## config.mk

```make
export PLATFORM = sky130hd
export DESIGN_NAME = timed_pwm_update_queue_with_watchdog_unit
export DESIGN_NICKNAME = d
export VERILOG_FILES = /design/src/sv/twpq_pkg.sv /design/src/sv/twpq_fifo.sv /design/src/sv/twpq_ctrl.sv /design/src/sv/timed_pwm_update_queue_with_watchdog_unit.sv
export VERILOG_INCLUDE_DIRS = /design/src /design/src/sv
export SDC_FILE = /design/constraint.sdc
export NUM_CORES = 1
export LEC_CHECK = 0
export ABC_CLOCK_PERIOD_IN_PS = 22900
export BUFFER_PORTS_ARGS = -buffer_cell sky130_fd_sc_hd__buf_2
export CORE_MARGIN = 8
export CORE_UTILIZATION = 60
export DETAILED_ROUTE_END_ITERATION = 6
export GPL_TIMING_DRIVEN = 0
export PLACE_DENSITY = 0.83
export SLEW_MARGIN = 20
export SYNTH_ARGS = -nofsm -noshare
export SYNTH_HDL_FRONTEND = slang
export SYNTH_HIERARCHICAL = 1
export SYNTH_SLANG_ARGS = --single-unit
```

## constraint.sdc

```tcl
create_clock -name clk -period 22.9 [get_ports clk]
set_clock_uncertainty 0.2 [all_clocks]
set_input_delay 2.29 -clock clk [delete_from_list [all_inputs] [get_ports clk]]
set_output_delay 2.29 -clock clk [all_outputs]
set_load 0.05 [all_outputs]
```

## src/sv/timed_pwm_update_queue_with_watchdog_unit_macros.svh

```systemverilog
// Assertion helpers for the file that carries checks.
`ifndef TIMED_PWM_UPDATE_QUEUE_WITH_WATCHDOG_UNIT_MACROS_SVH
`define TIMED_PWM_UPDATE_QUEUE_WITH_WATCHDOG_UNIT_MACROS_SVH

// General property on clk, masked while reset is asserted
`define TWPQ_ASSERT(label, prop, msg) \
    label: assert property (@(posedge clk) disable iff (!rst_n) prop) else $error(msg);

// Same-cycle implication
`define TWPQ_ASSERT_IMPL(label, ante, cons, msg) \
    `TWPQ_ASSERT(label, (ante) |-> (cons), msg)

`endif

```

## src/sv/twpq_pkg.sv

```systemverilog
`timescale 1ns / 1ps

package twpq_pkg;

    // Queue geometry
    localparam int QUEUE_DEPTH = 16;
    localparam int IDX_W       = $clog2(QUEUE_DEPTH);
    localparam int COUNT_W     = $clog2(QUEUE_DEPTH + 1);

    // Field widths
    localparam int TIME_W  = 32;
    localparam int DUTY_W  = 16;
    localparam int LEVEL_W = 5;

    // Configuration port
    localparam int CFG_ADDR_W = 1;
    localparam int CFG_DATA_W = 32;

    typedef enum logic [CFG_ADDR_W-1:0] {
        REG_SAFE_DUTY  = 1'd0,
        REG_HOLD_LIMIT = 1'd1
    } cfg_reg_t;

    typedef enum logic [1:0] {
        OP_QUEUE    = 2'd0,
        OP_TICK     = 2'd1,
        OP_SHUTDOWN = 2'd2
    } opcode_t;

    typedef enum logic [1:0] {
        FC_NONE     = 2'd0,
        FC_TIMEOUT  = 2'd1,
        FC_HOLD     = 2'd2,
        FC_OVERFLOW = 2'd3
    } fault_code_t;

    // Input word
    typedef struct packed {
        logic [1:0]        opcode;
        logic [TIME_W-1:0] event_time;
        logic [DUTY_W-1:0] duty_in;
    } in_item_t;

    // Result word
    typedef struct packed {
        logic [DUTY_W-1:0]  pwm_duty;
        logic               duty_written;
        logic               fault;
        logic [1:0]         fault_code;
        logic [LEVEL_W-1:0] queue_level;
    } out_item_t;

    // Queue control from the sequencer
    typedef struct packed {
        logic              push;
        logic              pop;
        logic              clear;
        logic [TIME_W-1:0] push_time;
        logic [DUTY_W-1:0] push_duty;
    } fifo_cmd_t;

    // Queue status back to the sequencer
    typedef struct packed {
        logic [COUNT_W-1:0] count;
        logic [DUTY_W-1:0]  head_duty;
        logic [TIME_W-1:0]  next_time;
    } fifo_status_t;

endpackage

```

## src/sv/twpq_fifo.sv

```systemverilog
`timescale 1ns / 1ps

// Shifting queue: the head always sits in entry 0, the one behind it in entry 1.
module twpq_fifo
(
    input  logic                  clk,
    input  logic                  rst_n,
    input  twpq_pkg::fifo_cmd_t   cmd,
    output twpq_pkg::fifo_status_t status
);

    logic [twpq_pkg::TIME_W-1:0]  time_mem [twpq_pkg::QUEUE_DEPTH];
    logic [twpq_pkg::DUTY_W-1:0]  duty_mem [twpq_pkg::QUEUE_DEPTH];
    logic [twpq_pkg::COUNT_W-1:0] count_reg;
    logic [twpq_pkg::COUNT_W-1:0] count_next;

    // Entry storage: append at the tail, shift towards the head on a pop
    always_ff @(posedge clk)
    begin
        if (cmd.push)
        begin
            time_mem[count_reg[twpq_pkg::IDX_W-1:0]] <= cmd.push_time;
            duty_mem[count_reg[twpq_pkg::IDX_W-1:0]] <= cmd.push_duty;
        end
        else if (cmd.pop)
        begin
            for (int i = 0; i < twpq_pkg::QUEUE_DEPTH - 1; i++)
            begin
                time_mem[i] <= time_mem[i+1];
                duty_mem[i] <= duty_mem[i+1];
            end
        end
    end

    // Fill level
    always_comb
    begin
        count_next = count_reg;
        if (cmd.clear)
            count_next = '0;
        else if (cmd.push)
            count_next = count_reg + twpq_pkg::COUNT_W'(1);
        else if (cmd.pop)
            count_next = count_reg - twpq_pkg::COUNT_W'(1);
    end

    always_ff @(posedge clk or negedge rst_n)
    begin
        if (!rst_n)
            count_reg <= '0;
        else
            count_reg <= count_next;
    end

    assign status.count     = count_reg;
    assign status.head_duty = duty_mem[0];
    assign status.next_time = time_mem[1];

endmodule

```

## src/sv/twpq_ctrl.sv

```systemverilog
`timescale 1ns / 1ps

// Alarm, watchdog and fault sequencing; one registered item in, one result out.
module twpq_ctrl
(
    input  logic                          clk,
    input  logic                          rst_n,
    input  logic                          in_valid,
    input  twpq_pkg::in_item_t            item,
    input  logic [twpq_pkg::DUTY_W-1:0]   safe_duty,
    input  logic [twpq_pkg::TIME_W-1:0]   hold_limit,
    input  twpq_pkg::fifo_status_t        fifo_st,
    output twpq_pkg::fifo_cmd_t           fifo_cmd,
    output logic                          done,
    output twpq_pkg::out_item_t           result
);

    // a is before b under the wrapping signed difference
    function automatic logic is_before(input logic [twpq_pkg::TIME_W-1:0] a,
                                       input logic [twpq_pkg::TIME_W-1:0] b);
        logic [twpq_pkg::TIME_W-1:0] diff;
        begin
            diff = a - b;
            return diff[twpq_pkg::TIME_W-1];
        end
    endfunction

    logic [twpq_pkg::TIME_W-1:0] alarm_time_reg, alarm_time_next;
    logic                        alarm_armed_reg, alarm_armed_next;
    logic                        alarm_timeout_reg, alarm_timeout_next;
    logic [twpq_pkg::DUTY_W-1:0] duty_reg, duty_next;
    logic                        fault_reg, fault_next;
    twpq_pkg::fault_code_t       fault_code_reg, fault_code_next;
    logic                        done_reg;
    twpq_pkg::out_item_t         result_reg, result_next;

    logic                        go_safe;
    twpq_pkg::fault_code_t       safe_code;
    logic                        push, pop, written;
    logic                        q_empty, q_full, q_last;
    logic [twpq_pkg::TIME_W-1:0] deadline;
    logic [twpq_pkg::COUNT_W-1:0] level_next;

    assign q_empty  = (fifo_st.count == '0);
    assign q_full   = (fifo_st.count == twpq_pkg::COUNT_W'(twpq_pkg::QUEUE_DEPTH));
    assign q_last   = (fifo_st.count == twpq_pkg::COUNT_W'(1));
    assign deadline = alarm_time_reg + hold_limit;

    // Item decode and next state
    always_comb
    begin
        alarm_time_next    = alarm_time_reg;
        alarm_armed_next   = alarm_armed_reg;
        alarm_timeout_next = alarm_timeout_reg;
        duty_next          = duty_reg;
        fault_next         = fault_reg;
        fault_code_next    = fault_code_reg;
        go_safe            = 1'b0;
        safe_code          = twpq_pkg::FC_NONE;
        push               = 1'b0;
        pop                = 1'b0;
        written            = 1'b0;

        if (in_valid)
        begin
            case (item.opcode)
                twpq_pkg::OP_SHUTDOWN:
                begin
                    go_safe   = 1'b1;
                    safe_code = twpq_pkg::FC_NONE;
                end
                twpq_pkg::OP_QUEUE:
                begin
                    if (!fault_reg)
                    begin
                        if (q_full)
                        begin
                            go_safe   = 1'b1;
                            safe_code = twpq_pkg::FC_OVERFLOW;
                        end
                        else
                        begin
                            push = 1'b1;
                            // first entry into an empty queue sets the alarm
                            if (q_empty)
                            begin
                                if (alarm_armed_reg && alarm_timeout_reg
                                    && is_before(alarm_time_reg, item.event_time))
                                begin
                                    go_safe   = 1'b1;
                                    safe_code = twpq_pkg::FC_HOLD;
                                end
                                else
                                begin
                                    alarm_time_next    = item.event_time;
                                    alarm_armed_next   = 1'b1;
                                    alarm_timeout_next = 1'b0;
                                end
                            end
                        end
                    end
                end
                twpq_pkg::OP_TICK:
                begin
                    if (!fault_reg && alarm_armed_reg
                        && !is_before(item.event_time, alarm_time_reg))
                    begin
                        if (alarm_timeout_reg)
                        begin
                            go_safe   = 1'b1;
                            safe_code = twpq_pkg::FC_TIMEOUT;
                        end
                        else if (q_empty)
                            alarm_armed_next = 1'b0;
                        else
                        begin
                            pop       = 1'b1;
                            written   = 1'b1;
                            duty_next = fifo_st.head_duty;
                            if (q_last)
                            begin
                                // queue drained: watchdog unless safe or disabled
                                if (fifo_st.head_duty == safe_duty || hold_limit == '0)
                                    alarm_armed_next = 1'b0;
                                else
                                begin
                                    alarm_time_next    = deadline;
                                    alarm_timeout_next = 1'b1;
                                end
                            end
                            else if (fifo_st.head_duty != safe_duty && hold_limit != '0
                                     && is_before(deadline, fifo_st.next_time))
                            begin
                                go_safe   = 1'b1;
                                safe_code = twpq_pkg::FC_HOLD;
                            end
                            else
                                alarm_time_next = fifo_st.next_time;
                        end
                    end
                end
                default:
                begin
                end
            endcase
        end

        // Safe state overrides everything above
        if (go_safe)
        begin
            written            = 1'b1;
            duty_next          = safe_duty;
            alarm_armed_next   = 1'b0;
            alarm_timeout_next = 1'b0;
            if (!fault_reg)
            begin
                fault_next      = 1'b1;
                fault_code_next = safe_code;
            end
        end
    end

    // Queue commands; a clear wins over push and pop
    assign fifo_cmd.push      = push && !go_safe;
    assign fifo_cmd.pop       = pop && !go_safe;
    assign fifo_cmd.clear     = go_safe;
    assign fifo_cmd.push_time = item.event_time;
    assign fifo_cmd.push_duty = item.duty_in;

    always_comb
    begin
        if (go_safe)
            level_next = '0;
        else if (push)
            level_next = fifo_st.count + twpq_pkg::COUNT_W'(1);
        else if (pop)
            level_next = fifo_st.count - twpq_pkg::COUNT_W'(1);
        else
            level_next = fifo_st.count;
    end

    // Result word
    always_comb
    begin
        result_next.pwm_duty     = duty_next;
        result_next.duty_written = written;
        result_next.fault        = fault_next;
        result_next.fault_code   = fault_code_next;
        result_next.queue_level  = twpq_pkg::LEVEL_W'(level_next);
    end

    // Control state
    always_ff @(posedge clk or negedge rst_n)
    begin
        if (!rst_n)
        begin
            alarm_time_reg    <= '0;
            alarm_armed_reg   <= 1'b0;
            alarm_timeout_reg <= 1'b0;
            duty_reg          <= '0;
            fault_reg         <= 1'b0;
            fault_code_reg    <= twpq_pkg::FC_NONE;
            done_reg          <= 1'b0;
        end
        else
        begin
            alarm_time_reg    <= alarm_time_next;
            alarm_armed_reg   <= alarm_armed_next;
            alarm_timeout_reg <= alarm_timeout_next;
            duty_reg          <= duty_next;
            fault_reg         <= fault_next;
            fault_code_reg    <= fault_code_next;
            done_reg          <= in_valid;
        end
    end

    // Result payload
    always_ff @(posedge clk)
    begin
        if (in_valid)
            result_reg <= result_next;
    end

    assign done   = done_reg;
    assign result = result_reg;

endmodule

```

## src/sv/timed_pwm_update_queue_with_watchdog_unit.sv

```systemverilog
`timescale 1ns / 1ps

// Timed PWM update queue with watchdog. A command word (queue update, time tick
// or shutdown) is taken on any cycle with start high; busy never rises, so one
// word can be issued every clock. Each word yields exactly one result, shown on
// result for a single cycle with done high: it passes one input register, then
// the sequencer and queue update, then the result register. The result cannot be
// held off, so it must be captured in the cycle done is high. The 16-entry queue
// is a shifting register file, read at its head and the entry behind it. Write
// safe_duty and hold_limit only while no word is in flight.
`include "timed_pwm_update_queue_with_watchdog_unit_macros.svh"

module timed_pwm_update_queue_with_watchdog_unit
(
    input  logic                              clk,
    input  logic                              rst_n,
    input  logic                              start,
    output logic                              busy,
    input  twpq_pkg::in_item_t                item,
    input  logic                              cfg_we,
    input  logic [twpq_pkg::CFG_ADDR_W-1:0]   cfg_addr,
    input  logic [twpq_pkg::CFG_DATA_W-1:0]   cfg_wdata,
    output logic                              done,
    output twpq_pkg::out_item_t               result
);

    logic                          in_valid_reg;
    twpq_pkg::in_item_t            item_reg;
    logic [twpq_pkg::DUTY_W-1:0]   safe_duty_reg;
    logic [twpq_pkg::TIME_W-1:0]   hold_limit_reg;
    twpq_pkg::fifo_cmd_t           fifo_cmd;
    twpq_pkg::fifo_status_t        fifo_st;

    assign busy = 1'b0;

    // Input register
    always_ff @(posedge clk or negedge rst_n)
    begin
        if (!rst_n)
            in_valid_reg <= 1'b0;
        else
            in_valid_reg <= start && !busy;
    end

    always_ff @(posedge clk)
    begin
        if (start && !busy)
            item_reg <= item;
    end

    // Configuration registers
    always_ff @(posedge clk or negedge rst_n)
    begin
        if (!rst_n)
        begin
            safe_duty_reg  <= '0;
            hold_limit_reg <= '0;
        end
        else if (cfg_we)
        begin
            unique case (cfg_addr)
                twpq_pkg::REG_SAFE_DUTY:
                    safe_duty_reg <= cfg_wdata[twpq_pkg::DUTY_W-1:0];
                twpq_pkg::REG_HOLD_LIMIT:
                    hold_limit_reg <= cfg_wdata[twpq_pkg::TIME_W-1:0];
                default:
                begin
                end
            endcase
        end
    end

    twpq_fifo u_fifo
    (
        .clk    (clk),
        .rst_n  (rst_n),
        .cmd    (fifo_cmd),
        .status (fifo_st)
    );

    twpq_ctrl u_ctrl
    (
        .clk        (clk),
        .rst_n      (rst_n),
        .in_valid   (in_valid_reg),
        .item       (item_reg),
        .safe_duty  (safe_duty_reg),
        .hold_limit (hold_limit_reg),
        .fifo_st    (fifo_st),
        .fifo_cmd   (fifo_cmd),
        .done       (done),
        .result     (result)
    );

    // Checks
    `TWPQ_ASSERT(a_result_latency, (start && !busy) |-> ##2 done, "word taken without a result")
    `TWPQ_ASSERT_IMPL(a_fault_empties, done && result.fault, result.queue_level == '0, "queue not empty while faulted")
    `TWPQ_ASSERT_IMPL(a_code_needs_fault, done && !result.fault, result.fault_code == twpq_pkg::FC_NONE, "fault code without fault")
    `TWPQ_ASSERT_IMPL(a_no_push_full, fifo_cmd.push, fifo_st.count < twpq_pkg::COUNT_W'(twpq_pkg::QUEUE_DEPTH), "push into full queue")

endmodule
```

; Yosys cells after proc, flatten, opt, wreduce, memory -nomap -nowiden
; Memories as Yosys holds them, arrays and structs flattened.
; Cells that the tools add are included.
[totals]
regBits = 183
ram_bits = 768
in_bits = 87
out_inout_bits = 27
elab_cells = 168
n_memories = 2
[memory_table]
columns = memory, words, word_bits, read_ports, rd_ports_with_merged_regs, wr, line
row1 = u_fifo.time_mem, 16, 32, 15, 0, 15, twpq_fifo.sv:12  ; logic [twpq_pkg::TIME_W-1:0] time_mem [twpq_pkg::QUEUE_DEPTH];
row2 = u_fifo.duty_mem, 16, 16, 16, 0, 15, twpq_fifo.sv:13  ; logic [twpq_pkg::DUTY_W-1:0] duty_mem [twpq_pkg::QUEUE_DEPTH];
[op_classes]
add_sub_neg = 6
n_eq_ne = 23
mux = 90
bitwise_logic = 1
n_reduce_logical = 27
[op_table]
columns = operator, count
row1 = two-way mux 32 bit, 11
row2 = two-way mux 16 bit, 7
row3 = subtractor 32 bit, 3
row4 = case mux 32 bit (2 select lines), 1
row5 = two-way mux 1 bit, 49
row6 = adder 32 bit, 1
row7 = logical NOT 32 bit, 1
row8 = nonzero test 32 bit, 1
row9 = OR reduction 32 bit, 1
row10 = two-way mux 5 bit, 5
row11 = two-way mux 2 bit, 11
row12 = == test 16 bit, 1
row13 = != test 16 bit, 1
row14 = OR reduction 16 bit, 1
row15 = AND reduction 11 bit, 1
row16 = != test 2 bit (second input constant), 5
row17 = AND reduction 10 bit, 1
row18 = != test 3 x 2 -> 1 bit (second input constant), 3
row19 = != test 3 bit (second input constant), 3
row20 = logical AND 1 bit, 8
row21 = two-way mux 4 bit, 2
row22 = != test 4 x 1 -> 1 bit (second input constant), 2
row23 = AND reduction 7 bit, 1
row24 = != test 3 x 1 -> 1 bit (second input constant), 2
row25 = other kinds (18), 25

; Longest topological paths before layout
; An unclocked memory read counts as a cell.
[logic_depth]
word_depth = 18
mapped_depth = 31
mapped_depth_nobuf = 26

; Cells and area by module
; The synthesis kept the hierarchy.
[modules_own_cells]
columns = module, instances, cells_per_inst, area_each_um2, seq_area_each_um2
row1 = twpq_fifo, 1, 1717, 29114.2, 22226.3
row2 = twpq_ctrl, 1, 1028, 8688.3, 2102.0
row3 = timed_pwm_update_queue_with_watchdog_unit, 1, 156, 3358.2, 2727.6

; Worst setup path after synthesis
; Ideal clock, no wire load.
[synth_path]
kind = flip-flop to flip-flop
startpoint = register hold_limit_reg[15] in the netlist's numbering
endpoint = memory u_fifo/duty_mem[12][0] in the netlist's numbering, enable pin
setup_ns = 0.520
arrival_time_ns = 8.457
t_required_ns = 22.180
setup_slack_ns = 13.723
path_stages_with_launch = 27
n_path_buf = 4
period_less_slack_ns = 9.177
cell_sequence = dfrtp_1 ha_1 clkbuf_1 a21oi_1 nand2_1 a211o_1 a311oi_1 o31a_1 o21ai_0 mux2_2 a21oi_1 ha_1 nor4_1 nor2_1 a21oi_1 mux2i_1 o21ai_0 nor3b_2 mux2i_1 o221a_1 buf_2 buf_2 nor2_1 buf_2 inv_1 or3_1 o21ai_0
[synth_rtl]
columns = item, line
row1 = start: declaration, timed_pwm_update_queue_with_watchdog_unit.sv:30  ; logic [twpq_pkg::TIME_W-1:0] hold_limit_reg;
row2 = start signal: assignment, timed_pwm_update_queue_with_watchdog_unit.sv:65  ; hold_limit_reg <= cfg_wdata[twpq_pkg::TIME_W-1:0];
row3 = end: declaration, twpq_fifo.sv:13

==> flow_metrics.py <==
metrics = {
    "status": {
        "status": "finished, final reports clean",
    },
    "logic_synthesis": {
        "synthXorXnorAreaFrac_pct": 1.11,
        "ys.flop_type": "edfxtp_1",
        "synthDistinctLibCells": 77,
        "synth_largest_area_cell": "edfxtp_1",
        "synthAdderAreaFrac_pct": 3.96,
        "synthCells": 2901,
        "async_flop_share_pct": 11.8,
        "synth_compound_area_share_pct": 17.1,
        "ys_ff_latch": 919,
        "synthMuxAreaShare_pct": 2.93,
        "synth_top_area_share_pct": 59.2,
        "synth.net_count": 3117,
        "synth_edf_count": 811,
        "netlist_area_sq_um": 41200,
        "synth_simple_gate_area_share_pct": 4.23,
        "synthTopCellsByArea": "edfxtp_1 (59%), a21o_1 (13%), dfrtp_1 (6.6%), ha_1 (3.9%), buf_2 (1.3%)",
        "ys_warn_count": 6,
        "synth_top_family_by_area": "compound AO/OA/AOI/OAI gates",
        "synth.avg_cell_area_sq_um": 14.2,
        "ys_seq_area_share_pct": 65.7,
    },
    "clock_tree": {
        "postCtsSetupBuffers": 0,
        "cts.htree.levels": 3,
        "holdBufCountCts": 0,
        "clk_latency_ps": 640,
        "cts_resized": 0,
        "cts_buffer_depth": 3,
        "cts_tree": "yes",
        "numCtsBuffers": 89,
        "cts_root_buffer": "clkbuf_16",
        "cts_sinks": 919,
        "clkTransAtPathRegs_ps": 60,
    },
    "worst_setup_path": {
        "crit_type": "reg -> reg",
        "end_kind": "register",
        "startpoint_type": "register",
        "crit_fanout": 17,
        "critPathArrivalTime_ps": 8620,
        "cpPeakStageDelay_ps": 500,
        "required_ps": 23090,
        "cp_top_family": "compound AO/OA/AOI/OAI gates",
        "path_buf_inv": 9,
        "slowest_stage": "clkbuf_2",
    },
    "layout": {
        "final_common_cell": "edfxtp_1",
        "num_antenna_cells": 0,
        "area_growth_pct": 13.8,
        "layout.nets": 3354,
        "fin_area_sq_um": 46800,
        "largest_reg_flops": 480,
        "fin_util_pct": 68.6,
        "final_cell_mix": "edfxtp_1 (811), a21o_1 (709), buf_2 (216)",
        "drive_gt1_share_pct": 17.9,
    },
    "sta": {
        "maxSlewHeadroom_pct": 28.9,
        "finalCriticalPeriod_ps": 8430,
        "report.final.slew_viol_count": 0,
        "tightest_slew_ps": 1060,
        "fin_crit_sh_pct": 36.8,
        "finalSetupViolations": 0,
        "clock.fmax_mhz": 119,
        "finalHoldViolCount": 0,
        "rsz0062_at_grt": "no",
        "tns_ps": 0,
    },
    "hold_path": {
        "hold_path.class": "reg -> reg",
    },
    "placed_design": {
        "place_area_sq_um": 43900,
        "gp_congestion": 0.904,
        "port_buffers": 112,
        "dpl.hpwl_mm": 74.8,
    },
    "grt": {
        "grt_pass1_vias": 26900,
        "grt_antenna_before_repair": 4,
        "grt-ovfl-total": 0,
        "grt_max_degree": 73,
        "grt_pass1_wl_mm": 164,
        "grt_usage_pct": 27.6,
    },
    "power": {
        "combPwrFrac_pct": 22.8,
        "swShare_pct": 30.0,
        "ir_worst_vdd_v": 0.0000625,
        "power_uw": 4500,
        "p_int_uw": 3150,
        "p_sw_uw": 1350,
        "power_density_nw_per_um2": 96.0,
        "p_seq_share_pct": 44.6,
        "clkPwrFrac_pct": 32.5,
        "p_leak_uw": 0.0207,
    },
    "drt": {
        "wl_mm": 108,
        "ant_nets": 0,
        "routed_via_density": 6.40,
        "dr.pass1.iters": 5,
        "drtIter0Drc": 3306,
        "wire_per_inst_um": 26.5,
        "vias": 26200,
        "drcViolationCount": 0,
    },
    "flow_run": {
        "cap_violations": 0,
    },
    "floorplanning": {
        "dieHeight_um": 278,
        "core-area_sq_um": 68200,
        "start_util_pct": 60.3,
        "ioPinCount": 114,
        "num_rows": 96,
        "die_w_um": 278,
        "dieArea_sq_um": 77200,
    },
}
## layer usage
layer	wire length, um	vias up	track usage [%]
met5	44	-	0
met4	3780	6	9.92
met3	10500	251	5.29
met2	52000	1579	45.8
met1	42100	13100	36.5
li1	-	11200	-
## kinds of logic after synthesis
kind of cell,after synthesis
multiplexers,104
flip-flops,919
AND/OR/NAND/NOR,330
XOR/XNOR,52
other,1
AO/OA/AOI/OAI,988
buffers and inverters,378
adder cells (fa/ha/maj),129
## power groups by stage
stage               sequential (uW)  clock (uW)  combinational, uW
finish                         2010        1460               1030
global route                   2010        1540               1120
CTS                            2000        1480               1010
detailed placement             2040           0                991
global placement               2030           0                944
floorplan                      2040           0                680
## final timing paths
check | endpoint | cells past startpoint | slack (ps) | startpoint
worst max-delay path | u_fifo/time_mem[10][23] | 31 | 14470 | hold_limit_reg[15]
worst min-delay path | u_fifo/duty_mem[2][6] | 1 | 310 | u_fifo/duty_mem[3][6]
max in group asynchronous | u_ctrl/duty_reg[1] | 2 | 20440 | rst_n
worst min register to register | u_fifo/duty_mem[2][6] | 1 | 310 | u_fifo/duty_mem[3][6]
worst max register to register | u_fifo/time_mem[10][23] | 31 | 14470 | hold_limit_reg[15]
min in group asynchronous | hold_limit_reg[19] | 1 | 1360 | rst_n
## stage by stage
step	hold slack, ps	std cells	setup slack, ps
2_1_floorplan	266	2901	13720
4_1_cts	311	4091	14010
6_report	313	4091	14470
3_3_place_gp	287	3895	9260
5_1_grt	317	4091	14090
3_5_place_dp	286	3929	14020
## area by class of cell
type	count	area, sq um
flip-flops and latches	919	27100
repair buffers	146	1510
clock inverters	49	488
clock buffers	113	2400
multi-input cells	1604	12200
plain buffers	275	1650
fillers	4342	21400
inverters	103	387
well taps	882	1100
## synthesized netlist by cell type (6+ instances only)
cell type,number
nand2_1,78
buf_4,52
clkbuf_1,74
a211oi_1,24
mux2i_1,40
ha_1,127
o21a_1,6
edfxtp_1,811
nand3b_1,6
xor2_1,30
and2_0,27
a21oi_1,105
nor4_1,15
nor2_1,68
a31oi_1,7
inv_1,103
xnor2_1,22
buf_6,34
and2_1,14
nor3_1,11
mux2_4,23
and2_4,14
buf_1,7
and3_1,9
o21ai_0,78
buf_2,106
nand4_1,19
nor2b_1,8
nand2b_1,11
dfrtp_1,108
mux2_2,39
o211ai_1,8
a21o_1,709
nand3_1,30
Note: power is estimated with default switching activity, not from simulation.
